[src/hw/rtl/tsc_pkg.sv]
// Shared types and constants for the touch swipe classifier.
// Used by tsc_ctrl, tsc_dp and touch_swipe_classifier; no dependencies.

package tsc_pkg;

    // Input event encoding
    localparam logic [15:0] EVT_KEY   = 16'd1;
    localparam logic [15:0] EVT_ABS   = 16'd3;
    localparam logic [15:0] AXIS_X    = 16'd0;
    localparam logic [15:0] AXIS_Y    = 16'd1;
    localparam logic [15:0] KEY_TOUCH = 16'd330;
    localparam logic [15:0] AXIS_IDLE = 16'd10;

    // Field widths
    localparam int EVT_W   = 16;
    localparam int SIZE_W  = 12;
    localparam int RANGE_W = 16;
    localparam int OUT_W   = 12;
    localparam int SWIPE_W = 3;
    localparam int PROD_W  = EVT_W + SIZE_W;

    // Swipe codes
    localparam logic [SWIPE_W-1:0] SWIPE_NONE  = 3'd0;
    localparam logic [SWIPE_W-1:0] SWIPE_UP    = 3'd1;
    localparam logic [SWIPE_W-1:0] SWIPE_DOWN  = 3'd2;
    localparam logic [SWIPE_W-1:0] SWIPE_LEFT  = 3'd3;
    localparam logic [SWIPE_W-1:0] SWIPE_RIGHT = 3'd4;

    // Configuration register indexes
    localparam int CFG_IDX_W = 3;
    localparam logic [CFG_IDX_W-1:0] REG_SCREEN_WIDTH  = 3'd0;
    localparam logic [CFG_IDX_W-1:0] REG_SCREEN_HEIGHT = 3'd1;
    localparam logic [CFG_IDX_W-1:0] REG_RANGE_X       = 3'd2;
    localparam logic [CFG_IDX_W-1:0] REG_RANGE_Y       = 3'd3;
    localparam logic [CFG_IDX_W-1:0] REG_THRESHOLD     = 3'd4;

    // Configuration reset values
    localparam logic [SIZE_W-1:0]  RST_SCREEN_WIDTH  = 12'd800;
    localparam logic [SIZE_W-1:0]  RST_SCREEN_HEIGHT = 12'd480;
    localparam logic [RANGE_W-1:0] RST_RANGE_X       = 16'd800;
    localparam logic [RANGE_W-1:0] RST_RANGE_Y       = 16'd480;
    localparam logic [SIZE_W-1:0]  RST_THRESHOLD     = 12'd80;

    // Controller states
    typedef enum logic [5:0] {
        S_IDLE = 6'b000001,
        S_MUL  = 6'b000010,
        S_PREP = 6'b000100,
        S_DIV  = 6'b001000,
        S_WB   = 6'b010000,
        S_EMIT = 6'b100000
    } state_t;

    // Controller to datapath
    typedef struct packed {
        logic accept;
        logic mul;
        logic prep;
        logic div_step;
        logic write;
        logic emit;
    } dp_cmd_t;

    // Datapath to controller
    typedef struct packed {
        logic need_scale;
        logic is_release;
        logic special;
        logic div_last;
        logic out_free;
    } dp_status_t;

endpackage

[src/hw/rtl/tsc_ctrl.sv]
// Sequencer for the touch swipe classifier: accept, multiply, divide, write back, emit.
// Depends on tsc_pkg.

module tsc_ctrl (
    input  logic                aclk,
    input  logic                aresetn,
    input  logic                s_valid,
    output logic                s_ready,
    input  tsc_pkg::dp_status_t status,
    output tsc_pkg::dp_cmd_t    cmd
);
    import tsc_pkg::*;

    state_t state_reg;
    state_t state_next;

    // Next state and commands
    always_comb begin
        state_next = state_reg;
        cmd        = '0;
        s_ready    = 1'b0;
        unique case (state_reg)
            S_IDLE: begin
                s_ready = 1'b1;
                if (s_valid) begin
                    cmd.accept = 1'b1;
                    if (status.need_scale) begin
                        state_next = S_MUL;
                    end else if (status.is_release) begin
                        state_next = S_EMIT;
                    end
                end
            end
            S_MUL: begin
                cmd.mul    = 1'b1;
                state_next = S_PREP;
            end
            S_PREP: begin
                cmd.prep   = 1'b1;
                state_next = status.special ? S_WB : S_DIV;
            end
            S_DIV: begin
                cmd.div_step = 1'b1;
                if (status.div_last) begin
                    state_next = S_WB;
                end
            end
            S_WB: begin
                cmd.write  = 1'b1;
                state_next = S_IDLE;
            end
            S_EMIT: begin
                // Hold until the output register can take the word
                if (status.out_free) begin
                    cmd.emit   = 1'b1;
                    state_next = S_IDLE;
                end
            end
            default: begin
                state_next = S_IDLE;
            end
        endcase
    end

    always_ff @(posedge aclk) begin
        if (!aresetn) begin
            state_reg <= S_IDLE;
        end else begin
            state_reg <= state_next;
        end
    end

endmodule

[src/hw/rtl/tsc_dp.sv]
// Datapath: config registers, press state, scaling multiplier, shift-subtract divider,
// swipe classification and output register. Depends on tsc_pkg.

module tsc_dp #(
    parameter int COORD_BITS = 12
) (
    input  logic                                aclk,
    input  logic                                aresetn,
    // Configuration
    input  logic                                cfg_valid,
    input  logic [tsc_pkg::CFG_IDX_W-1:0]       cfg_index,
    input  logic [tsc_pkg::RANGE_W-1:0]         cfg_data,
    // Input word
    input  logic [tsc_pkg::EVT_W-1:0]           s_event_type,
    input  logic [tsc_pkg::EVT_W-1:0]           s_event_code,
    input  logic [tsc_pkg::EVT_W-1:0]           s_event_value,
    // Output word
    output logic                                m_valid,
    input  logic                                m_ready,
    output logic [tsc_pkg::SWIPE_W-1:0]         m_swipe_code,
    output logic [tsc_pkg::OUT_W-1:0]           m_end_x,
    output logic [tsc_pkg::OUT_W-1:0]           m_end_y,
    // Control
    input  tsc_pkg::dp_cmd_t                    cmd,
    output tsc_pkg::dp_status_t                 status
);
    import tsc_pkg::*;

    localparam int REM_W = (RANGE_W + COORD_BITS > PROD_W) ? RANGE_W + COORD_BITS : PROD_W;
    localparam int CNT_W = $clog2(COORD_BITS);
    localparam int CMP_W = (COORD_BITS > SIZE_W) ? COORD_BITS : SIZE_W;
    localparam logic [COORD_BITS-1:0] COORD_MAX = '1;

    // Configuration registers
    logic [SIZE_W-1:0]  screen_width_reg;
    logic [SIZE_W-1:0]  screen_height_reg;
    logic [RANGE_W-1:0] range_x_reg;
    logic [RANGE_W-1:0] range_y_reg;
    logic [SIZE_W-1:0]  threshold_reg;

    // Press state
    logic [EVT_W-1:0]      cur_axis_reg;
    logic [COORD_BITS-1:0] pending_x_reg;
    logic [COORD_BITS-1:0] start_x_reg;
    logic [COORD_BITS-1:0] start_y_reg;
    logic                  have_start_reg;
    logic [COORD_BITS-1:0] point_x_reg;
    logic [COORD_BITS-1:0] point_y_reg;

    // Scaling operands and divider
    logic [EVT_W-1:0]      op_raw_reg;
    logic [SIZE_W-1:0]     op_size_reg;
    logic [RANGE_W-1:0]    op_range_reg;
    logic                  pair_reg;
    logic [PROD_W-1:0]     prod_reg;
    logic [REM_W-1:0]      rem_reg;
    logic [REM_W-1:0]      dvs_reg;
    logic [COORD_BITS-1:0] quo_reg;
    logic [CNT_W-1:0]      cnt_reg;

    // Output register
    logic                  m_valid_reg;
    logic [SWIPE_W-1:0]    swipe_reg;
    logic [OUT_W-1:0]      end_x_reg;
    logic [OUT_W-1:0]      end_y_reg;

    logic                  is_abs;
    logic                  is_x;
    logic                  is_pair;
    logic                  range_zero;
    logic                  saturate;
    logic                  rem_ge;
    logic [COORD_BITS-1:0] dx;
    logic [COORD_BITS-1:0] dy;
    logic [SWIPE_W-1:0]    swipe_next;

    // Decode the incoming word
    assign is_abs  = (s_event_type == EVT_ABS);
    assign is_x    = is_abs && (s_event_code == AXIS_X);
    assign is_pair = is_abs && (s_event_code == AXIS_Y) && (cur_axis_reg == AXIS_X);

    // Zero range and saturation checks ahead of the divide
    assign range_zero = (op_range_reg == '0);
    assign saturate   = (REM_W'(prod_reg) >= (REM_W'(op_range_reg) << COORD_BITS));
    assign rem_ge     = (rem_reg >= dvs_reg);

    assign status.need_scale = is_x || is_pair;
    assign status.is_release = (s_event_type == EVT_KEY) && (s_event_code == KEY_TOUCH)
                               && (s_event_value == '0);
    assign status.special    = range_zero || saturate;
    assign status.div_last   = (cnt_reg == '0);
    assign status.out_free   = !m_valid_reg || m_ready;

    // Classify the movement of this press
    always_comb begin
        dx = (point_x_reg > start_x_reg) ? point_x_reg - start_x_reg
                                         : start_x_reg - point_x_reg;
        dy = (point_y_reg > start_y_reg) ? point_y_reg - start_y_reg
                                         : start_y_reg - point_y_reg;
        swipe_next = SWIPE_NONE;
        if ((CMP_W'(dx) > CMP_W'(threshold_reg)) || (CMP_W'(dy) > CMP_W'(threshold_reg))) begin
            if (dx > dy) begin
                swipe_next = (point_x_reg > start_x_reg) ? SWIPE_RIGHT : SWIPE_LEFT;
            end else begin
                swipe_next = (point_y_reg > start_y_reg) ? SWIPE_DOWN : SWIPE_UP;
            end
        end
    end

    // Configuration writes; indexes beyond the list are dropped
    always_ff @(posedge aclk) begin
        if (!aresetn) begin
            screen_width_reg  <= RST_SCREEN_WIDTH;
            screen_height_reg <= RST_SCREEN_HEIGHT;
            range_x_reg       <= RST_RANGE_X;
            range_y_reg       <= RST_RANGE_Y;
            threshold_reg     <= RST_THRESHOLD;
        end else if (cfg_valid) begin
            unique case (cfg_index)
                REG_SCREEN_WIDTH:  screen_width_reg  <= cfg_data[SIZE_W-1:0];
                REG_SCREEN_HEIGHT: screen_height_reg <= cfg_data[SIZE_W-1:0];
                REG_RANGE_X:       range_x_reg       <= cfg_data;
                REG_RANGE_Y:       range_y_reg       <= cfg_data;
                REG_THRESHOLD:     threshold_reg     <= cfg_data[SIZE_W-1:0];
                default: begin
                end
            endcase
        end
    end

    // Press state: axis history, pending X, points
    always_ff @(posedge aclk) begin
        if (!aresetn) begin
            cur_axis_reg   <= AXIS_IDLE;
            pending_x_reg  <= '0;
            start_x_reg    <= '0;
            start_y_reg    <= '0;
            have_start_reg <= 1'b0;
            point_x_reg    <= '0;
            point_y_reg    <= '0;
        end else if (cmd.accept && is_abs) begin
            cur_axis_reg  <= s_event_code;
        end else if (cmd.write) begin
            if (pair_reg) begin
                point_x_reg <= pending_x_reg;
                point_y_reg <= quo_reg;
                if (!have_start_reg) begin
                    start_x_reg    <= pending_x_reg;
                    start_y_reg    <= quo_reg;
                    have_start_reg <= 1'b1;
                end
            end else begin
                pending_x_reg <= quo_reg;
            end
        end else if (cmd.emit) begin
            // Clear the press; the last point stays
            cur_axis_reg   <= AXIS_IDLE;
            pending_x_reg  <= '0;
            start_x_reg    <= '0;
            start_y_reg    <= '0;
            have_start_reg <= 1'b0;
        end
    end

    // Latch operands, multiply, then divide one quotient bit per cycle
    always_ff @(posedge aclk) begin
        if (cmd.accept) begin
            op_raw_reg   <= s_event_value;
            op_size_reg  <= is_x ? screen_width_reg : screen_height_reg;
            op_range_reg <= is_x ? range_x_reg : range_y_reg;
            pair_reg     <= is_pair;
        end
        if (cmd.mul) begin
            prod_reg <= PROD_W'(op_raw_reg) * PROD_W'(op_size_reg);
        end
        if (cmd.prep) begin
            rem_reg <= REM_W'(prod_reg);
            dvs_reg <= REM_W'(op_range_reg) << (COORD_BITS - 1);
            cnt_reg <= CNT_W'(COORD_BITS - 1);
            if (range_zero) begin
                quo_reg <= '0;
            end else if (saturate) begin
                quo_reg <= COORD_MAX;
            end else begin
                quo_reg <= '0;
            end
        end
        if (cmd.div_step) begin
            if (rem_ge) begin
                rem_reg <= rem_reg - dvs_reg;
            end
            quo_reg <= {quo_reg[COORD_BITS-2:0], rem_ge};
            dvs_reg <= dvs_reg >> 1;
            cnt_reg <= cnt_reg - 1'b1;
        end
    end

    // Output register
    always_ff @(posedge aclk) begin
        if (!aresetn) begin
            m_valid_reg <= 1'b0;
        end else if (cmd.emit) begin
            m_valid_reg <= 1'b1;
        end else if (m_ready) begin
            m_valid_reg <= 1'b0;
        end
    end

    always_ff @(posedge aclk) begin
        if (cmd.emit) begin
            swipe_reg <= swipe_next;
            end_x_reg <= OUT_W'(point_x_reg);
            end_y_reg <= OUT_W'(point_y_reg);
        end
    end

    assign m_valid      = m_valid_reg;
    assign m_swipe_code = swipe_reg;
    assign m_end_x      = end_x_reg;
    assign m_end_y      = end_y_reg;

endmodule

[src/hw/rtl/touch_swipe_classifier.sv]
// Top level of the touch swipe classifier: controller plus datapath.
// Depends on tsc_pkg, tsc_ctrl and tsc_dp.
//
//  Channel  Handshake             Word
//  -------  --------------------  ------------------------------------------
//  input    s_valid / s_ready     s_event_type, s_event_code, s_event_value
//  result   m_valid / m_ready     m_swipe_code, m_end_x, m_end_y
//  config   cfg_valid / cfg_ready cfg_index, cfg_data
//
// An X event, or a Y event that pairs with the X before it, passes through one multiply,
// a range check, one divider step per quotient bit, and a write-back. A zero range or a
// saturated value skips the divider. Other events are taken in the idle state with no
// further step, except a release, which goes on to the emit step and waits there for the output register.
// Reset restores the register defaults and clears the press state at once; cfg_ready is
// always high. The output register lets the next event in while a result waits.

module touch_swipe_classifier #(
    parameter int COORD_BITS = 12
) (
    input  logic                            aclk,
    input  logic                            aresetn,
    // Configuration
    input  logic                            cfg_valid,
    output logic                            cfg_ready,
    input  logic [tsc_pkg::CFG_IDX_W-1:0]   cfg_index,
    input  logic [tsc_pkg::RANGE_W-1:0]     cfg_data,
    // Input events
    input  logic                            s_valid,
    output logic                            s_ready,
    input  logic [tsc_pkg::EVT_W-1:0]       s_event_type,
    input  logic [tsc_pkg::EVT_W-1:0]       s_event_code,
    input  logic [tsc_pkg::EVT_W-1:0]       s_event_value,
    // Results
    output logic                            m_valid,
    input  logic                            m_ready,
    output logic [tsc_pkg::SWIPE_W-1:0]     m_swipe_code,
    output logic [tsc_pkg::OUT_W-1:0]       m_end_x,
    output logic [tsc_pkg::OUT_W-1:0]       m_end_y
);
    import tsc_pkg::*;

    dp_cmd_t    cmd;
    dp_status_t status;

    assign cfg_ready = 1'b1;

    tsc_ctrl u_ctrl (
        .aclk    (aclk),
        .aresetn (aresetn),
        .s_valid (s_valid),
        .s_ready (s_ready),
        .status  (status),
        .cmd     (cmd)
    );

    tsc_dp #(
        .COORD_BITS (COORD_BITS)
    ) u_dp (
        .aclk          (aclk),
        .aresetn       (aresetn),
        .cfg_valid     (cfg_valid),
        .cfg_index     (cfg_index),
        .cfg_data      (cfg_data),
        .s_event_type  (s_event_type),
        .s_event_code  (s_event_code),
        .s_event_value (s_event_value),
        .m_valid       (m_valid),
        .m_ready       (m_ready),
        .m_swipe_code  (m_swipe_code),
        .m_end_x       (m_end_x),
        .m_end_y       (m_end_y),
        .cmd           (cmd),
        .status        (status)
    );

    // A release word blocks input for at least the following cycle
    assert property (@(posedge aclk) disable iff (!aresetn)
        s_valid && s_ready && (s_event_type == EVT_KEY) && (s_event_code == KEY_TOUCH)
        && (s_event_value == '0) |=> !s_ready)
        else $error("input taken right after a release");

    // A new result is loaded only while input is held off
    assert property (@(posedge aclk) disable iff (!aresetn)
        $rose(m_valid) |-> !$past(s_ready))
        else $error("result loaded outside the emit step");

    // Swipe code stays in its defined range
    assert property (@(posedge aclk) disable iff (!aresetn)
        m_valid |-> (m_swipe_code <= SWIPE_RIGHT))
        else $error("swipe code out of range");

endmodule

[config.mk]
export PLATFORM = sky130hd
export DESIGN_NAME = touch_swipe_classifier
export DESIGN_NICKNAME = d
export VERILOG_FILES = /design/src/hw/rtl/tsc_pkg.sv /design/src/hw/rtl/tsc_ctrl.sv /design/src/hw/rtl/tsc_dp.sv /design/src/hw/rtl/touch_swipe_classifier.sv
export SDC_FILE = /design/constraint.sdc
export NUM_CORES = 1
export LEC_CHECK = 0
export BUFFER_PORTS_ARGS = -buffer_cell sky130_fd_sc_hd__buf_2
export CAP_MARGIN = 10
export CORE_MARGIN = 2
export CORE_UTILIZATION = 57
export DETAILED_ROUTE_END_ITERATION = 12
export PLACE_DENSITY = 0.87
export SETUP_SLACK_MARGIN = 0.02
export SYNTH_ARGS = -nofsm -noshare
export SYNTH_HDL_FRONTEND = slang
export SYNTH_SLANG_ARGS = --single-unit
[constraint.sdc]
create_clock -name aclk -period 5.4 [get_ports aclk]
set_input_delay 0.54 -clock aclk [delete_from_list [all_inputs] [get_ports aclk]]
set_output_delay 0.54 -clock aclk [all_outputs]
set_load 0.05 [all_outputs]
==> results.json, run 1 <==
{
  "grt_pass1_vias": 18450,
  "syn_inst": 2522,
  "synth_nets": 2931,
  "grt-ovfl-total": 0,
  "route.vias.total": 18630,
  "status": "finished clean",
  "path_buf_inv": 6,
  "ff2ff_setup_slack_ns": 0.005,
  "io-pin-count": 102,
  "netlist_area_mm2": 0.02319,
  "clkTransAtPathRegs_ns": 0.06,
  "max_slew_margin": 0.2123,
  "cts_hold_buf": 0,
  "start_kind": "flip-flop",
  "internal-power_uw": 6145,
  "wl_per_cell_um": 17.98,
  "power.switching_uw": 3301,
  "combPwrFrac": 0.452,
  "worstPathCellList": "buf_4 > and2_1 > fa_1 > inv_1 > fa_1 > inv_1 > fa_1 > fa_1 > inv_1 > fa_1 > inv_1 > ha_1 > buf_4 > o21ai_1 > o311a_1 > nor3_2 > o41ai_2 > mux2i_1 > nand2_1",
  "timing.fmax_mhz": 185.3,
  "hpwlAfterDp_um": 42730,
  "setup_viol": 0,
  "drive_above_1_share": 0.1233,
  "wl_um": 57470,
  "cp_max_fo": 6,
  "final_util": 0.6501,
  "worst_pin_slew_ns": 1.177,
  "viasPerCell": 5.830,
  "dr.pass1.iters": 6,
  "cts_num_sinks": 323,
  "place_area_mm2": 0.02442,
  "h-tree-depth": 2,
  "yosysUniqueCellTypes": 74,
  "holdWs_ns": 0.2034,
  "slew_viol_final": 0,
  "grt_max_degree": 102,
  "cp_slowest_cell": "fa_1",
  "pre_cts_ws_ns": -0.1574,
  "cts_tree": "done",
  "start_util": 0.5810,
  "p_sw_frac": 0.3494,
  "crit_path_frequent_cell": "fa_1",
  "slowest_delay_ns": 0.53,
  "synth_top_cell_area_share": 0.1852,
  "crit_required_ns": 5.69,
  "synth_flop_cell": "dfxtp_1",
  "portBuffers": 100,
  "synth_enable_flop_cells": 143,
  "antenna_found_initial": 2,
  "yosysTopAreaCell": "edfxtp_1",
  "fin_ws_ns": 0.004637,
  "die_x_um": 205.7,
  "fin_nets": 3052,
  "power.share.clock": 0.253,
  "rsz0062_at_grt": "yes",
  "power.leakage_uw": 0.01142,
  "grt_pass1_wl_um": 91680,
  "fin_crit_ns": 5.395,
  "synth.most_common_cell": "nand2_1",
  "hold_violations": 0,
  "die_h_um": 205.7,
  "grt_usage": 0.2690,
  "yosysWarnings": 0,
  "hp-class": "in -> reg",
  "drc": 0,
  "fp.dieArea_mm2": 0.04232,
  "fin_crit_sh": 0.9991,
  "critPathCaptureType": "flip-flop",
  "clock_tree.root_cell": "clkbuf_16",
  "yosys-top-cells-count": "nand2_1 (426), inv_1 (316), ha_1 (192)",
  "numCtsBuffers": 35,
  "powerDensity_mw_per_mm2": 364.0,
  "areaGrowthSynthToFinish_pct": 11.88,
  "synth.area.top_cells": "edfxtp_1 (19%), dfxtp_1 (16%), fa_1 (13%)",
  "peakVddDrop_mv": 0.4981,
  "crit_type": "reg -> reg",
  "clk_path_buf_depth": 3,
  "ant_nets": 0,
  "seq_power_share": 0.295,
  "async_flop_share": 0,
  "routabilityCongestion": 0.9519,
  "fin_area_mm2": 0.02595,
  "insertion_delay_ns": 0.55,
  "drtIter0Drc": 1595,
  "synth_area_per_cell_um2": 9.196,
  "ys_seq_area_frac": 0.3405,
  "max_cap_viol_count": 0,
  "cp_top_family": "adder cells",
  "coreArea_mm2": 0.03991,
  "ys_seq_elements": 323,
  "arrival_ns": 5.68,
  "row_count": 73,
  "finalClockSkew_ns": 0.02084
}
layout by cell type (no fill, tap or decap), drive strengths merged, types with 33 or more instances in the layout:
| cell | count |
|---|---|
| o21ai | 70 |
| ha | 192 |
| fa | 145 |
| inv | 319 |
| xnor2 | 42 |
| a21o | 54 |
| and2 | 73 |
| nand3 | 80 |
| clkbuf | 52 |
| mux2 | 50 |
| nor3 | 33 |
| a21boi | 129 |
| dfxtp | 180 |
| buf | 195 |
| edfxtp | 143 |
| nor2 | 88 |
| nand2 | 426 |
| a21oi | 93 |
metrics by stage:
step                      std cells  setup TNS (ns)  total power [uW]
final                          3196               0              9446
after CTS                      3172               0              8835
after global placement         3100        -0.04859              6240
after global routing           3195         -0.4381             10030
after floorplan                2522               0              5380
after detailed placement       3100         -0.4290              6403
metal layers:
layer	track usage	vias up	routed length (um)
met4	0.08967	2	1910
li1	-	8713	-
met2	0.4452	722	26900
met3	0.05385	130	4489
met1	0.3533	9065	24150
met5	0	-	13
kinds of logic (layout without fill, tap and decap cells):
logic type	count (synthesis)	in the layout	synth area share
xor+xnor	63	63	0.02379
mux	75	75	0.03523
simple gates	827	827	0.1637
other cells	1	3	0.0001617
flops	323	323	0.3405
fa+ha+maj	337	337	0.2287
buf+inv	427	574	0.06986
compound gates	469	469	0.1379
power groups by stage:
| stage | clock network, uW | logic (uW) | registers [uW] |
|---|---|---|---|
| 2_1_floorplan | 0 | 2560 | 2820 |
| 3_3_place_gp | 0 | 3410 | 2830 |
| 3_5_place_dp | 0 | 3570 | 2830 |
| 4_1_cts | 2410 | 3640 | 2780 |
| 5_1_grt | 2520 | 4730 | 2780 |
| 6_report | 2390 | 4270 | 2780 |
worst paths after layout:
check	start	cells past startpoint	to
worst max-delay path	u_dp.op_size_reg[8]	19	u_dp.prod_reg[26]
worst min-delay path	s_event_value[10]	1	u_dp.op_raw_reg[10]
worst max register to register	u_dp.op_size_reg[8]	19	u_dp.prod_reg[26]
worst min register to register	u_dp.range_y_reg[10]	2	u_dp.range_y_reg[10]
area by class of cell:
cell class / instances / area (um2)
antenna: 2 / 5.005
clock buffer: 52 / 979.7
clock inverter: 11 / 150.1
fill: 2978 / 13970
inverter: 316 / 1186
multi-input combinational: 1772 / 13830
sequential: 323 / 7898
tap: 525 / 656.9
timing repair buffer: 195 / 1244
what timing repair did:
action / 4_1_cts / 5_1_grt
buffers inserted: 9 / 21
cloned: 0 / 1
endpoints found under the setup margin: 5 / 9
pin swaps: 2 / 17
resized for setup: 3 / 39
(Power assumes the default switching activity.)
==> run 2: changes to the inputs <==
- SYNTH_HIERARCHICAL: not set -> 1
==> results.json, run 2 <==
{
  "status": "finished with violations",
  "failed_checks": "negative setup slack",
  "finalClockSkew_ns": 0.02364,
  "wl_um": 58840,
  "cp_max_fo": 8,
  "wl_per_cell_um": 18.19,
  "worst_pin_slew_ns": 1.171,
  "cts_tree": "done",
  "crit_type": "reg -> reg",
  "holdWs_ns": 0.1688,
  "antenna_found_initial": 1,
  "synth_top_cell_area_share": 0.1837,
  "synth_area_per_cell_um2": 9.194,
  "synth_enable_flop_cells": 143,
  "yosysTopAreaCell": "edfxtp_1",
  "holdCritStartpoint": "s_event_value[8]",
  "ys_seq_area_frac": 0.3379,
  "timing.fmax_mhz": 172.4,
  "setup_viol": 6,
  "h-tree-depth": 2,
  "coreArea_mm2": 0.04065,
  "wl_met3_um": 4306,
  "powerDensity_mw_per_mm2": 373.0,
  "viasPerCell": 5.827,
  "critPathCaptureType": "flip-flop",
  "areaGrowthSynthToFinish_pct": 12.67,
  "grt_pass1_vias": 19050,
  "fin_nets": 3083,
  "synth.most_common_cell": "nand2_1",
  "synth.area.top_cells": "edfxtp_1 (18%), dfxtp_1 (15%), fa_1 (12%)",
  "die_h_um": 206.5,
  "drc": 0,
  "r2r-end": "u_dp/prod_reg[27]",
  "ff2ff_setup_slack_ns": -0.40,
  "wl_met1_um": 24980,
  "ant_nets": 0,
  "syn_inst": 2542,
  "portBuffers": 100,
  "power.total_uw": 9820,
  "routabilityCongestion": 0.9059,
  "drive_above_1_share": 0.1387,
  "grt_pass1_wl_um": 94440,
  "ys_seq_elements": 323,
  "fp.dieArea_mm2": 0.04264,
  "cts_hold_buf": 0,
  "peakVddDrop_mv": 0.5354,
  "yosysWarnings": 6,
  "route.vias.total": 18850,
  "fin_crit_ns": 5.802,
  "arrival_ns": 6.22,
  "hold_violations": 0,
  "dr_wl_met2_um": 27410,
  "netlist_area_mm2": 0.02337,
  "io-pin-count": 102,
  "hp-class": "in -> reg",
  "grt_usage": 0.2785,
  "clk_path_buf_depth": 3,
  "power.leakage_uw": 0.01153,
  "row_count": 74,
  "rsz0062_at_grt": "yes",
  "whs_endpoint": "u_dp/op_raw_reg[8]",
  "grt_max_degree": 89,
  "max_slew_margin": 0.2192,
  "final_common_cell": "nand2_1",
  "start_util": 0.5750,
  "whs_path_depth": 1,
  "async_flop_share": 0,
  "ff2ff_path_depth": 19,
  "crit_required_ns": 5.81,
  "synth_flop_cell": "dfxtp_1",
  "clock_tree.root_cell": "clkbuf_16",
  "dr.pass1.iters": 6,
  "r2r_start": "u_dp/op_raw_reg[6]",
  "grt-ovfl-total": 0,
  "insertion_delay_ns": 0.56,
  "max_cap_viol_count": 0,
  "drtIter0Drc": 1354,
  "fin_ws_ns": -0.4020,
  "yosys-top-cells-count": "nand2_1 (440), inv_1 (308), ha_1 (192)",
  "cts_num_sinks": 323,
  "clkTransAtPathRegs_ns": 0.06,
  "diodes": 0,
  "final_cell_mix": "nand2_1 (437), inv_1 (306), ha_1 (187)",
  "hpwlAfterDp_um": 43000,
  "start_kind": "flip-flop",
  "die_x_um": 206.5,
  "slew_viol_final": 0,
  "routed.top_layer": "met5",
  "synth_nets": 2951,
  "fin_crit_sh": 1.074,
  "fillCellCount": 3131,
  "numCtsBuffers": 37,
  "yosysUniqueCellTypes": 82
}
-- run 2: cell types whose count changed after synthesis, moves of 6 or more --
| cell | change |
|---|---|
| nand2_1 | +14 |
| and2_1 | +15 |
| buf_2 | +11 |
| nor2_1 | -18 |
| o21ai_1 | +19 |
| mux2_2 | -12 |
| a21oi_1 | +9 |
| clkbuf_1 | -7 |
| nand2b_1 | +6 |
| inv_1 | -8 |
| o31ai_1 | -6 |
| nor3_1 | -11 |
| o21bai_1 | -10 |
-- run 2: where the power goes --
| part | total (uW) | leakage [uW] | internal, uW | switching [uW] |
|---|---|---|---|---|
| combinational | 4570 | 0.00812 | 2110 | 2460 |
| clock | 2470 | 0.000597 | 1440 | 1030 |
| sequential | 2780 | 0.00282 | 2750 | 27.4 |
-- run 2: area by class of cell --
cell class | instances | area [um2] | area share
multi-input cells | 1794 | 14070 | 0.5343
repair buffers | 209 | 1343 | 0.05099
well taps | 532 | 665.6 | 0.02528
clock inverters | 15 | 85.08 | 0.003231
clock buffers | 53 | 1112 | 0.04224
inverters | 309 | 1160 | 0.04405
flip-flops and latches | 323 | 7898 | 0.2999
-- run 2: routing by layer --
| metal | global-route usage | up-vias |
|---|---|---|
| met5 | 0 | - |
| met4 | 0.1071 | 2 |
| met3 | 0.05582 | 168 |
| met2 | 0.4504 | 720 |
| met1 | 0.3685 | 9175 |
| li1 | - | 8786 |
-- run 2: stage by stage --
| step | cell area (um2) | TNS, ns | std cells | setup slack [ns] | util |
|---|---|---|---|---|---|
| finish | 26330 | -1.004 | 3235 | -0.4020 | 0.6478 |
| global route | 26330 | -2.008 | 3235 | -0.6136 | 0.6478 |
| CTS | 26120 | -0.2713 | 3226 | -0.1313 | 0.6426 |
| detailed placement | 24780 | -0.7308 | 3146 | -0.3954 | 0.6096 |
| global placement | 24780 | -0.3066 | 3146 | -0.2139 | 0.6096 |
| floorplan | 23440 | -0.02408 | 2542 | -0.02408 | - |
-- run 2: cell families (layout without fill, tap and decap cells) --
group	after synthesis	after routing	share of synthesized area
fa+ha+maj	337	337	0.2270
simple gates	842	842	0.1704
buf+inv	425	586	0.06986
flops	323	323	0.3379
compound gates	479	479	0.1383
xor+xnor	67	67	0.02511
other cells	1	1	0.0001605
mux	68	68	0.03127
-- run 2: critical path, stage by stage, from the launching register on --
cell and delay, ns:
edfxtp_1 0.56, nand2_1 0.12, fa_1 0.51, inv_2 0.04
fa_1 0.55, fa_1 0.44, fa_1 0.51, inv_1 0.05
fa_1 0.54, inv_2 0.08, ha_4 0.26, a211oi_2 0.21
o21ai_2 0.11, a221oi_4 0.31, a21oi_2 0.14, o311a_1 0.31
o21a_1 0.20, o21a_1 0.22, nor4_2 0.30, a311o_1 0.18
-- run 2: how the worst max path moves through the flow --
stage                        start           endpoint  slack [ns]  cells past startpoint
4_1_cts         u_dp/op_raw_reg[7]  u_dp/prod_reg[27]       -0.13                     20
6_report        u_dp/op_raw_reg[6]  u_dp/prod_reg[27]       -0.40                     19
3_5_place_dp   u_dp/op_size_reg[9]  u_dp/prod_reg[27]       -0.40                     19
3_3_place_gp   u_dp/op_size_reg[9]  u_dp/prod_reg[27]       -0.21                     17
5_1_grt         u_dp/op_raw_reg[6]  u_dp/prod_reg[27]       -0.61                     19
2_1_floorplan   u_dp/op_raw_reg[4]  u_dp/prod_reg[27]       -0.02                     19
-- run 2: timing repair --
| item | CTS | global route |
|---|---|---|
| pin swaps | 9 | 16 |
| buffers inserted | 12 | 10 |
| gates resized for setup | 15 | 35 |
| setup endpoints to repair | 7 | 12 |
| gates cloned | 0 | 0 |
